`config.mk`:
```
export PLATFORM = sky130hd
export DESIGN_NAME = sorted_schedule_record_table_flat
export DESIGN_NICKNAME = d
export VERILOG_FILES = /design/src/design/ssrt_pkg.sv /design/src/design/ssrt_chan_if.sv /design/src/design/sorted_schedule_record_table.sv /design/src/design/ssrt_cell.sv /design/src/flat_wrapper.sv
export SDC_FILE = /design/constraint.sdc
export NUM_CORES = 2
export LEC_CHECK = 0
export BUFFER_PORTS_ARGS = -buffer_cell sky130_fd_sc_hd__buf_2
export CORE_MARGIN = 5
export CORE_UTILIZATION = 45
export DETAILED_ROUTE_END_ITERATION = 7
export PLACE_DENSITY_LB_ADDON = 0.12
export SYNTH_ARGS = -nofsm -noshare
export SYNTH_HDL_FRONTEND = slang
export SYNTH_SLANG_ARGS = --single-unit
```
`constraint.sdc`:
```
create_clock -name clk_i -period 6.1 [get_ports clk_i]
set_clock_uncertainty 0.2 [all_clocks]
set_input_delay 0.915 -clock clk_i [delete_from_list [all_inputs] [get_ports clk_i]]
set_output_delay 0.915 -clock clk_i [all_outputs]
set_load 0.005 [all_outputs]
```
`src/design/ssrt_pkg.sv`:
```
// Shared types and constants for the sorted schedule record table.
// Holds the beat payloads, operation and status codes and the cell control types.
// No dependencies.
`default_nettype none

package ssrt_pkg;

  // Default table depth; the top level parameter overrides it
  localparam int unsigned MAX_RECORDS_DEF = 32;

  localparam int unsigned OP_W     = 2;
  localparam int unsigned KEY_W    = 11;
  localparam int unsigned SLOT_W   = 5;
  localparam int unsigned STATUS_W = 2;
  localparam int unsigned TOTAL_W  = 6;

  typedef enum logic [OP_W-1:0] {
    OP_ADD  = 2'd0,
    OP_DEL  = 2'd1,
    OP_FIND = 2'd2,
    OP_READ = 2'd3
  } op_e;

  typedef enum logic [STATUS_W-1:0] {
    ST_OK     = 2'd0,
    ST_FULL   = 2'd1,
    ST_ABSENT = 2'd2
  } status_e;

  // Command beat
  typedef struct packed {
    logic [OP_W-1:0]   operation;
    logic [KEY_W-1:0]  minute_key;
    logic              on_state;
    logic [SLOT_W-1:0] slot_index;
  } cmd_t;

  // Response beat
  typedef struct packed {
    logic [STATUS_W-1:0] status;
    logic [KEY_W-1:0]    result_key;
    logic                result_state;
    logic [TOTAL_W-1:0]  record_total;
  } rsp_t;

  // Broadcast from the controller to every cell
  typedef struct packed {
    logic              cmp_en;     // compare step: capture flags
    logic              pick_en;    // find or read: raise pick flag
    logic              is_read;    // pick by position rather than by key
    logic [KEY_W-1:0]  key;
    logic [SLOT_W-1:0] slot;
    logic              new_state;
    logic              apply_ins;  // insert new record, shift up
    logic              apply_upd;  // overwrite state of matching record
    logic              apply_del;  // remove matching record, shift down
  } cell_ctrl_t;

  // What a cell shows its neighbours
  typedef struct packed {
    logic [KEY_W-1:0] key;
    logic             state;
    logic             lt;          // occupied and key below the command key
  } cell_link_t;

endpackage

`default_nettype wire

```
`src/design/ssrt_chan_if.sv`:
```
// Valid/ready channel carrying one beat of a payload type.
// Depends on nothing; payload types come from ssrt_pkg at instantiation.
`default_nettype none

interface ssrt_chan_if #(
  parameter type T = logic
);
  logic valid;
  logic ready;
  T     data;

  modport source (output valid, output data, input ready);
  modport sink   (input valid, input data, output ready);
endinterface

`default_nettype wire

```
`src/design/sorted_schedule_record_table.sv`:
```
// Sorted schedule record table: a row of MAX_RECORDS cells keeping records in
// ascending minute order, with add/update, delete, find and read commands.
// Each command beat is handled in a take cycle, at whose end every cell
// registers its compare flags, and an apply cycle in which the row shifts or
// updates and the response is registered. A new command is taken the cycle
// after apply at the earliest, so a beat is not taken before the last one is
// applied; a stalled response holds the apply cycle. Stored records are not
// reset and need no clearing after reset; the record count is reset.
// Depends on ssrt_pkg, ssrt_chan_if and ssrt_cell.
`default_nettype none

module sorted_schedule_record_table #(
  parameter int unsigned MAX_RECORDS = ssrt_pkg::MAX_RECORDS_DEF
) (
  input  wire logic    clk_i,
  input  wire logic    rst_ni,
  ssrt_chan_if.sink    cmd_i,
  ssrt_chan_if.source  rsp_o
);

  localparam int unsigned CNT_W = $clog2(MAX_RECORDS + 1);
  localparam logic S_IDLE  = 1'b0;
  localparam logic S_APPLY = 1'b1;

  logic                           fsm_q, fsm_d;
  logic [CNT_W-1:0]               count_q, count_d;
  logic [ssrt_pkg::OP_W-1:0]      op_q;
  logic [ssrt_pkg::KEY_W-1:0]     key_q;
  logic                           state_q;
  ssrt_pkg::rsp_t                 rsp_q, rsp_d;
  logic                           rsp_valid_q, rsp_valid_d;
  logic                           take, go, full, any_hit, any_pick;
  ssrt_pkg::cell_ctrl_t           ctrl;
  ssrt_pkg::cell_link_t           link    [MAX_RECORDS];
  ssrt_pkg::cell_link_t           left_l  [MAX_RECORDS];
  ssrt_pkg::cell_link_t           right_l [MAX_RECORDS];
  logic [MAX_RECORDS-1:0]         hit_vec, pick_vec, pick_state_vec;
  logic [ssrt_pkg::KEY_W-1:0]     pick_key [MAX_RECORDS];
  logic [ssrt_pkg::KEY_W-1:0]     sel_key;
  ssrt_pkg::status_e              status;

  // Handshake and sequencing
  assign cmd_i.ready = fsm_q == S_IDLE;
  assign take        = cmd_i.valid && cmd_i.ready;
  assign go          = (fsm_q == S_APPLY) && (!rsp_valid_q || rsp_o.ready);

  always_comb begin
    fsm_d = fsm_q;
    case (fsm_q)
      S_IDLE:  if (take) fsm_d = S_APPLY;
      S_APPLY: if (go) fsm_d = S_IDLE;
      default: fsm_d = S_IDLE;
    endcase
  end

  // Command capture
  always_ff @(posedge clk_i) begin
    if (take) begin
      op_q    <= cmd_i.data.operation;
      key_q   <= cmd_i.data.minute_key;
      state_q <= cmd_i.data.on_state;
    end
  end

  // Global flags from the row
  assign any_hit  = |hit_vec;
  assign any_pick = |pick_vec;
  assign full     = count_q >= CNT_W'(MAX_RECORDS);

  // Cell control broadcast
  always_comb begin
    ctrl.cmp_en    = take;
    ctrl.pick_en   = (cmd_i.data.operation == ssrt_pkg::OP_FIND) ||
                     (cmd_i.data.operation == ssrt_pkg::OP_READ);
    ctrl.is_read   = cmd_i.data.operation == ssrt_pkg::OP_READ;
    ctrl.key       = take ? cmd_i.data.minute_key : key_q;
    ctrl.slot      = cmd_i.data.slot_index;
    ctrl.new_state = state_q;
    ctrl.apply_ins = go && (op_q == ssrt_pkg::OP_ADD) && !full && !any_hit;
    ctrl.apply_upd = go && (op_q == ssrt_pkg::OP_ADD) && !full && any_hit;
    ctrl.apply_del = go && (op_q == ssrt_pkg::OP_DEL) && any_hit;
  end

  // Row of cells; the left edge counts as smaller than any key
  for (genvar i = 0; i < MAX_RECORDS; i++) begin : g_cell
    if (i == 0) begin : g_left_edge
      assign left_l[i] = '{key: '0, state: 1'b0, lt: 1'b1};
    end else begin : g_left
      assign left_l[i] = link[i-1];
    end
    if (i == MAX_RECORDS - 1) begin : g_right_edge
      assign right_l[i] = '0;
    end else begin : g_right
      assign right_l[i] = link[i+1];
    end

    ssrt_cell #(
      .MAX_RECORDS (MAX_RECORDS),
      .IDX         (i)
    ) u_cell (
      .clk_i        (clk_i),
      .rst_ni       (rst_ni),
      .ctrl_i       (ctrl),
      .count_i      (count_q),
      .left_i       (left_l[i]),
      .right_i      (right_l[i]),
      .link_o       (link[i]),
      .hit_o        (hit_vec[i]),
      .pick_o       (pick_vec[i]),
      .pick_key_o   (pick_key[i]),
      .pick_state_o (pick_state_vec[i])
    );
  end

  // At most one cell picks; unpicked cells drive zero
  always_comb begin
    sel_key = '0;
    for (int unsigned i = 0; i < MAX_RECORDS; i++) begin
      sel_key = sel_key | pick_key[i];
    end
  end

  // Status and count
  always_comb begin
    status  = ssrt_pkg::ST_OK;
    count_d = count_q;
    case (op_q)
      ssrt_pkg::OP_ADD: begin
        if (full) status = ssrt_pkg::ST_FULL;
        else if (!any_hit) count_d = count_q + CNT_W'(1);
      end
      ssrt_pkg::OP_DEL: begin
        if (!any_hit) status = ssrt_pkg::ST_ABSENT;
        else count_d = count_q - CNT_W'(1);
      end
      ssrt_pkg::OP_FIND, ssrt_pkg::OP_READ: begin
        if (!any_pick) status = ssrt_pkg::ST_ABSENT;
      end
      default: status = ssrt_pkg::ST_OK;
    endcase
  end

  // Response register
  always_comb begin
    rsp_d.status       = status;
    rsp_d.result_key   = sel_key;
    rsp_d.result_state = |pick_state_vec;
    rsp_d.record_total = ssrt_pkg::TOTAL_W'(count_d);
    rsp_valid_d        = rsp_valid_q;
    if (go) rsp_valid_d = 1'b1;
    else if (rsp_o.ready) rsp_valid_d = 1'b0;
  end

  always_ff @(posedge clk_i) begin
    if (go) rsp_q <= rsp_d;
  end

  always_ff @(posedge clk_i or negedge rst_ni) begin
    if (!rst_ni) begin
      fsm_q       <= S_IDLE;
      count_q     <= '0;
      rsp_valid_q <= 1'b0;
    end else begin
      fsm_q       <= fsm_d;
      rsp_valid_q <= rsp_valid_d;
      if (go) count_q <= count_d;
    end
  end

  assign rsp_o.valid = rsp_valid_q;
  assign rsp_o.data  = rsp_q;

`ifndef NO_ASSERTIONS
  // Record count never passes the row length
  a_count_max: assert property (@(posedge clk_i) disable iff (!rst_ni)
    count_q <= CNT_W'(MAX_RECORDS))
    else $error("record count beyond table depth");

  // Keys are unique, so a key matches in one cell at most
  a_hit_unique: assert property (@(posedge clk_i) disable iff (!rst_ni)
    $onehot0(hit_vec))
    else $error("key matched in more than one cell");

  // A response only appears out of an apply cycle
  a_rsp_source: assert property (@(posedge clk_i) disable iff (!rst_ni)
    $rose(rsp_valid_q) |-> $past(fsm_q == S_APPLY))
    else $error("response without apply cycle");

  // Count moves only in an apply cycle
  a_count_hold: assert property (@(posedge clk_i) disable iff (!rst_ni)
    (fsm_q == S_IDLE) |=> $stable(count_q))
    else $error("record count changed while idle");
`endif

endmodule

`default_nettype wire

```
`src/design/ssrt_cell.sv`:
```
// One position of the sorted record row: holds a key and state, compares
// them against the command and shifts with its neighbours. Uses ssrt_pkg.
`default_nettype none

module ssrt_cell #(
  parameter int unsigned MAX_RECORDS = ssrt_pkg::MAX_RECORDS_DEF,
  parameter int unsigned IDX         = 0,
  localparam int unsigned CNT_W      = $clog2(MAX_RECORDS + 1)
) (
  input  wire logic                     clk_i,
  input  wire logic                     rst_ni,
  input  wire ssrt_pkg::cell_ctrl_t     ctrl_i,
  input  wire logic [CNT_W-1:0]         count_i,
  input  wire ssrt_pkg::cell_link_t     left_i,
  input  wire ssrt_pkg::cell_link_t     right_i,
  output ssrt_pkg::cell_link_t          link_o,
  output logic                          hit_o,
  output logic                          pick_o,
  output logic [ssrt_pkg::KEY_W-1:0]    pick_key_o,
  output logic                          pick_state_o
);

  // Positions reachable by the slot field
  localparam bit SLOT_OK = IDX < (1 << ssrt_pkg::SLOT_W);

  logic [ssrt_pkg::KEY_W-1:0] key_q, key_d;
  logic                       state_q, state_d;
  logic                       hit_q, lt_q, pick_q;
  logic                       occ, key_eq, slot_eq;

  assign occ     = CNT_W'(IDX) < count_i;
  assign key_eq  = key_q == ctrl_i.key;
  assign slot_eq = SLOT_OK && (ssrt_pkg::SLOT_W'(IDX) == ctrl_i.slot);

  // Compare flags, captured as the command beat is taken
  always_ff @(posedge clk_i or negedge rst_ni) begin
    if (!rst_ni) begin
      hit_q  <= 1'b0;
      lt_q   <= 1'b0;
      pick_q <= 1'b0;
    end else if (ctrl_i.cmp_en) begin
      hit_q  <= occ && key_eq;
      lt_q   <= occ && (key_q < ctrl_i.key);
      pick_q <= occ && ctrl_i.pick_en && (ctrl_i.is_read ? slot_eq : key_eq);
    end
  end

  // Insert shifts up from left, delete pulls from right, update sets state
  always_comb begin
    key_d   = key_q;
    state_d = state_q;
    if (ctrl_i.apply_ins && !lt_q) begin
      if (left_i.lt) begin
        key_d   = ctrl_i.key;
        state_d = ctrl_i.new_state;
      end else begin
        key_d   = left_i.key;
        state_d = left_i.state;
      end
    end
    if (ctrl_i.apply_upd && hit_q) begin
      state_d = ctrl_i.new_state;
    end
    if (ctrl_i.apply_del && !lt_q) begin
      key_d   = right_i.key;
      state_d = right_i.state;
    end
  end

  always_ff @(posedge clk_i) begin
    key_q   <= key_d;
    state_q <= state_d;
  end

  assign link_o.key   = key_q;
  assign link_o.state = state_q;
  assign link_o.lt    = lt_q;

  assign hit_o        = hit_q;
  assign pick_o       = pick_q;
  assign pick_key_o   = pick_q ? key_q : '0;
  assign pick_state_o = pick_q & state_q;

endmodule

`default_nettype wire

```
`src/flat_wrapper.sv`:
```
// flat-port wrapper written by rule: the top's interface ports become plain ports
module sorted_schedule_record_table_flat import ssrt_pkg::*;
#(
  parameter int unsigned MAX_RECORDS = ssrt_pkg::MAX_RECORDS_DEF
)
  (clk_i, rst_ni, cmd_i_valid, cmd_i_data, cmd_i_ready, rsp_o_valid, rsp_o_data, rsp_o_ready);
  ssrt_chan_if #(.T(cmd_t)) cmd_i_i ();
  ssrt_chan_if #(.T(rsp_t)) rsp_o_i ();
  input  wire logic clk_i;
  input  wire logic rst_ni;
  input wire logic [$bits(cmd_i_i.valid)-1:0] cmd_i_valid;
  input wire logic [$bits(cmd_i_i.data)-1:0] cmd_i_data;
  output wire logic [$bits(cmd_i_i.ready)-1:0] cmd_i_ready;
  output wire logic [$bits(rsp_o_i.valid)-1:0] rsp_o_valid;
  output wire logic [$bits(rsp_o_i.data)-1:0] rsp_o_data;
  input wire logic [$bits(rsp_o_i.ready)-1:0] rsp_o_ready;
  assign cmd_i_i.valid = cmd_i_valid;
  assign cmd_i_i.data = cmd_i_data;
  assign cmd_i_ready = cmd_i_i.ready;
  assign rsp_o_valid = rsp_o_i.valid;
  assign rsp_o_data = rsp_o_i.data;
  assign rsp_o_i.ready = rsp_o_ready;
  sorted_schedule_record_table #(.MAX_RECORDS(MAX_RECORDS)) u_core (.clk_i(clk_i), .rst_ni(rst_ni), .cmd_i(cmd_i_i), .rsp_o(rsp_o_i));
endmodule
```
==> impl_results.md <==
* Slew margin rel. at 12.16%
* RSZ-0062 raised after global routing: false
* Pin count of the biggest net entering global routing at between 60 and 70
* Post-synth EDFFs at 395
* Cts repair resizes at 0
* Worst-path cell chain: nor4_1 -> nand4_1 -> buf_4 -> or2_1 -> nor2_4 -> o21ai_4 -> buf_4 -> nor2_1
* Rows at 104
* Clk sinks at 522
* Worst skew pair latency at between 0.6 and 0.7 ns
* GP Congestion at 1.032
* Post-CTS Hold Fix Bufs at 0
* Fin crit share at 69.81%
* Die height at 295.1 µm
* Top_reg_cell synth: edfxtp_1
* Reg clk slew, reported paths at around 0.07 ns
* Initial drt markers at 4634
* Crit path arrival time at 4.29 ns
* Area of the multi-input gates at 20140 µm²
* Final hold vios at 0
* Worst slack at placement at 1.661 ns
* Final net count at between 3000 and 4000
* FF+latch area at 14930 µm²
* Post-Syn Area at 36590 µm²
* Worst-Margin Slew at 1.304 ns
* H-tree levels at 3
* Worst Setup End Kind: flop
* Cell Pwr Density at 357.0 nW/µm²
* Placed insts at 4542
* Leak at 15.22 nW
* Post-route ant nets at 0
* CTS root buf: clkbuf_16
* All-Layer GR Usage at 40.59%
* Layout Cells excl Fill at between 4000 and 5000
* Layout cells sized above 1 at between 10 and 15%
* Total core area at roughly 81000 µm²
* DIE AREA at 87100 µm²
* # Max-Cap Violations at 0
* Fill cells at 7419
* Setup slack after layout at 1.842 ns
* Compound-Gate Fraction of Synth Area at a little under a fifth
* Drt drc at 0
* Routed via count at 32980
* Vias in the first global route at 30540
* Setup bufs post-CTS at 0
* P&R area growth vs syn at 8.242%
* Reg2reg end: u_core.g_cell[19].u_cell.key_q[1]
* Post-DP HPWL at 132800 µm
* Data required, critical path at 6.13 ns
* Fmax at 0.2348 GHz
* Final setup fails at 0
* Yosys warns at 0
* Worst Hold Class: input port to asynchronous set/reset pin
* Minimum clock period at 4.258 ns
* Slew Viols, Final at 0
* Die width at around 300 µm
* Buf+Inv Stages, Crit Path at 2
* Syn Inst Count at 3674
* R2R cell count at 8
* Async SR Flop Fraction at 19.92%
* Reg2reg setup slack at ~1.8 ns
* Sequential element share of the synthesized area at 40.79%
* Max incr delay on CP at 0.92 ns
* Delay-heaviest family, CP: simple AND/OR/NAND/NOR gates
* Synth Area in Adders at around an eighth
* Initial antenna violation count at 20
* Status: finished, final reports clean
* Number of synthesized register bits at 522
* Slowest CP cell: nor4_1
* Largest family of logic cells by synthesized area: compound AO/OA/AOI/OAI gates
* IO Count at 45
* Simple-gate area share of the yosys netlist at 12.57%
* Most frequent CP cell: buf_4
* First-pass GRT wire length at approximately 250000 µm
* Startpoint Class: flop
* Final Core Density at 49.17%
* Remaining global-route overflow at 0
* Cts bufs inserted at 66
* Max clock buf depth at 3
* Post-Synth XOR/XNOR Area at less than 1%
* Post-synthesis mux area share at ~11%
* Total wire length at 182600 µm
* CTS tree: built
* Post-route setup TNS at 0 ns
* WL/cell at 38.98 µm
* Syn Nets at about 4100
* Syn_area_per_cell at 9.958 µm²
* RR Startpoint: u_core.g_cell[4].u_cell.hit_o
* Initial Util at 45.42%
* Maximum VDD drop at 0.0005658 V
* Vias per cell at 7.041
* Pre-antenna DRT Iters at 6
* Crit path max fanout at 11
* Synth unique cells at 64
* Port Buf Inserts at 44
* Crit Path Class: flop to flop
sequential cells by signal (all words and copies together), names as in the netlist:
signal	count
u_core.count_q	6
u_core.state_q	1
u_core.rsp_o.valid	1
u_core.g_cell.u_cell.lt_q	32
u_core.rsp_o.data	20
u_core.g_cell.u_cell.hit_o	32
u_core.g_cell.u_cell.key_q	352
u_core.fsm_q	1
u_core.op_q	2
u_core.key_q	11
u_core.g_cell.u_cell.state_q	32
u_core.g_cell.u_cell.pick_o	32
power breakdown:
| part | internal, mW | leakage [nW] | switching [mW] |
|---|---|---|---|
| Sequential | 4.35 | 5.12 | 0.977 |
| Combinational | 1.98 | 8.99 | 2.69 |
| Clock | 2.46 | 1.10 | 1.68 |
cells in the final DEF, fill, tap and decap left out, drive strengths merged, types with 21 or more instances in the layout:
cell | Yosys | final
o211ai | 38 | 38
a22oi | 149 | 149
nand2 | 179 | 179
nor2b | 65 | 65
nand4 | 78 | 78
edfxtp | 395 | 395
o21ai | 162 | 162
nand2b | 23 | 23
clkinv | 0 | 27
a22o | 39 | 39
dfrtp | 104 | 104
or3 | 23 | 23
buf | 99 | 89
dfxtp | 23 | 23
o31ai | 28 | 28
or2 | 36 | 36
a21oi | 513 | 513
nor2 | 440 | 440
diode | 0 | 21
mux2 | 301 | 301
mux2i | 55 | 55
nand3 | 56 | 56
a221oi | 29 | 29
o21a | 35 | 35
nor3 | 23 | 23
clkbuf | 182 | 83
inv | 58 | 60
ha | 355 | 355
stage by stage:
stage               cell area (µm²)  total power, mW  hold slack, ns
floorplan                     36590            8.211          0.2701
global placement              37310            9.710          0.2890
detailed placement            37310            9.895          0.3033
CTS                           39550            14.02          0.1026
global route                  39550            14.75          0.1089
finish                        39600            14.14         0.07727
worst max-delay path by stage:
stage / start / to / depth (start not counted)
3_5_place_dp: cmd_i_valid / u_core.g_cell[21].u_cell.lt_q / 13
4_1_cts: u_core.g_cell[4].u_cell.hit_o / u_core.g_cell[19].u_cell.key_q[1] / 8
3_3_place_gp: cmd_i_valid / u_core.g_cell[20].u_cell.lt_q / 13
6_report: u_core.g_cell[4].u_cell.hit_o / u_core.g_cell[19].u_cell.key_q[1] / 8
5_1_grt: u_core.g_cell[4].u_cell.hit_o / u_core.g_cell[19].u_cell.key_q[1] / 8
2_1_floorplan: cmd_i_valid / u_core.g_cell[22].u_cell.pick_o / 10
synth_stat cells (all sizes together) (28+ instances only):
cell type | instances | area share [%]
a21oi | 513 | 7.0
a221oi | 29 | 0.69
a22o | 39 | 0.93
a22oi | 149 | 3.1
buf | 99 | 2.1
clkbuf | 182 | 1.9
dfrtp | 104 | 7.1
edfxtp | 395 | 32
ha | 355 | 12
inv | 58 | 0.60
mux2 | 301 | 9.6
mux2i | 55 | 1.5
nand2 | 179 | 1.8
nand3 | 56 | 0.77
nand4 | 78 | 1.3
nor2 | 440 | 4.5
nor2b | 65 | 1.1
o211ai | 38 | 0.78
o21a | 35 | 0.72
o21ai | 162 | 2.2
o31ai | 28 | 0.57
or2 | 36 | 0.62
cells by family (layout without fill, tap and decap cells):
kind of cell    Yosys count  count (layout)
compound gates         1108            1108
simple gates            986             986
flops                   522             522
mux                     356             356
fa+ha+maj               355             355
buf+inv                 339             268
xor+xnor                  8               8
other cells               0              21
layer usage:
metal / part of all wire, % / routed length, µm / global-route usage (%) / vias to the layer above
met5: 0.081 / 148 / 0.8130 / -
met1: 39 / 70970 / 53.84 / 16380
li1: - / - / - / 13690
met3: 11 / 20800 / 10.47 / 564
met2: 42 / 76970 / 59.69 / 2340
met4: 7.5 / 13710 / 24.70 / 10
area by class of cell:
type	count	area share, %
multi-input cells	2813	50.85
flip-flops and latches	522	37.69
clock buffers	83	4.591
well taps	1060	3.349
repair buffers	89	1.772
clock inverters	38	1.071
inverters	58	0.5497
diodes	21	0.1327
(Power assumes the default switching activity.)
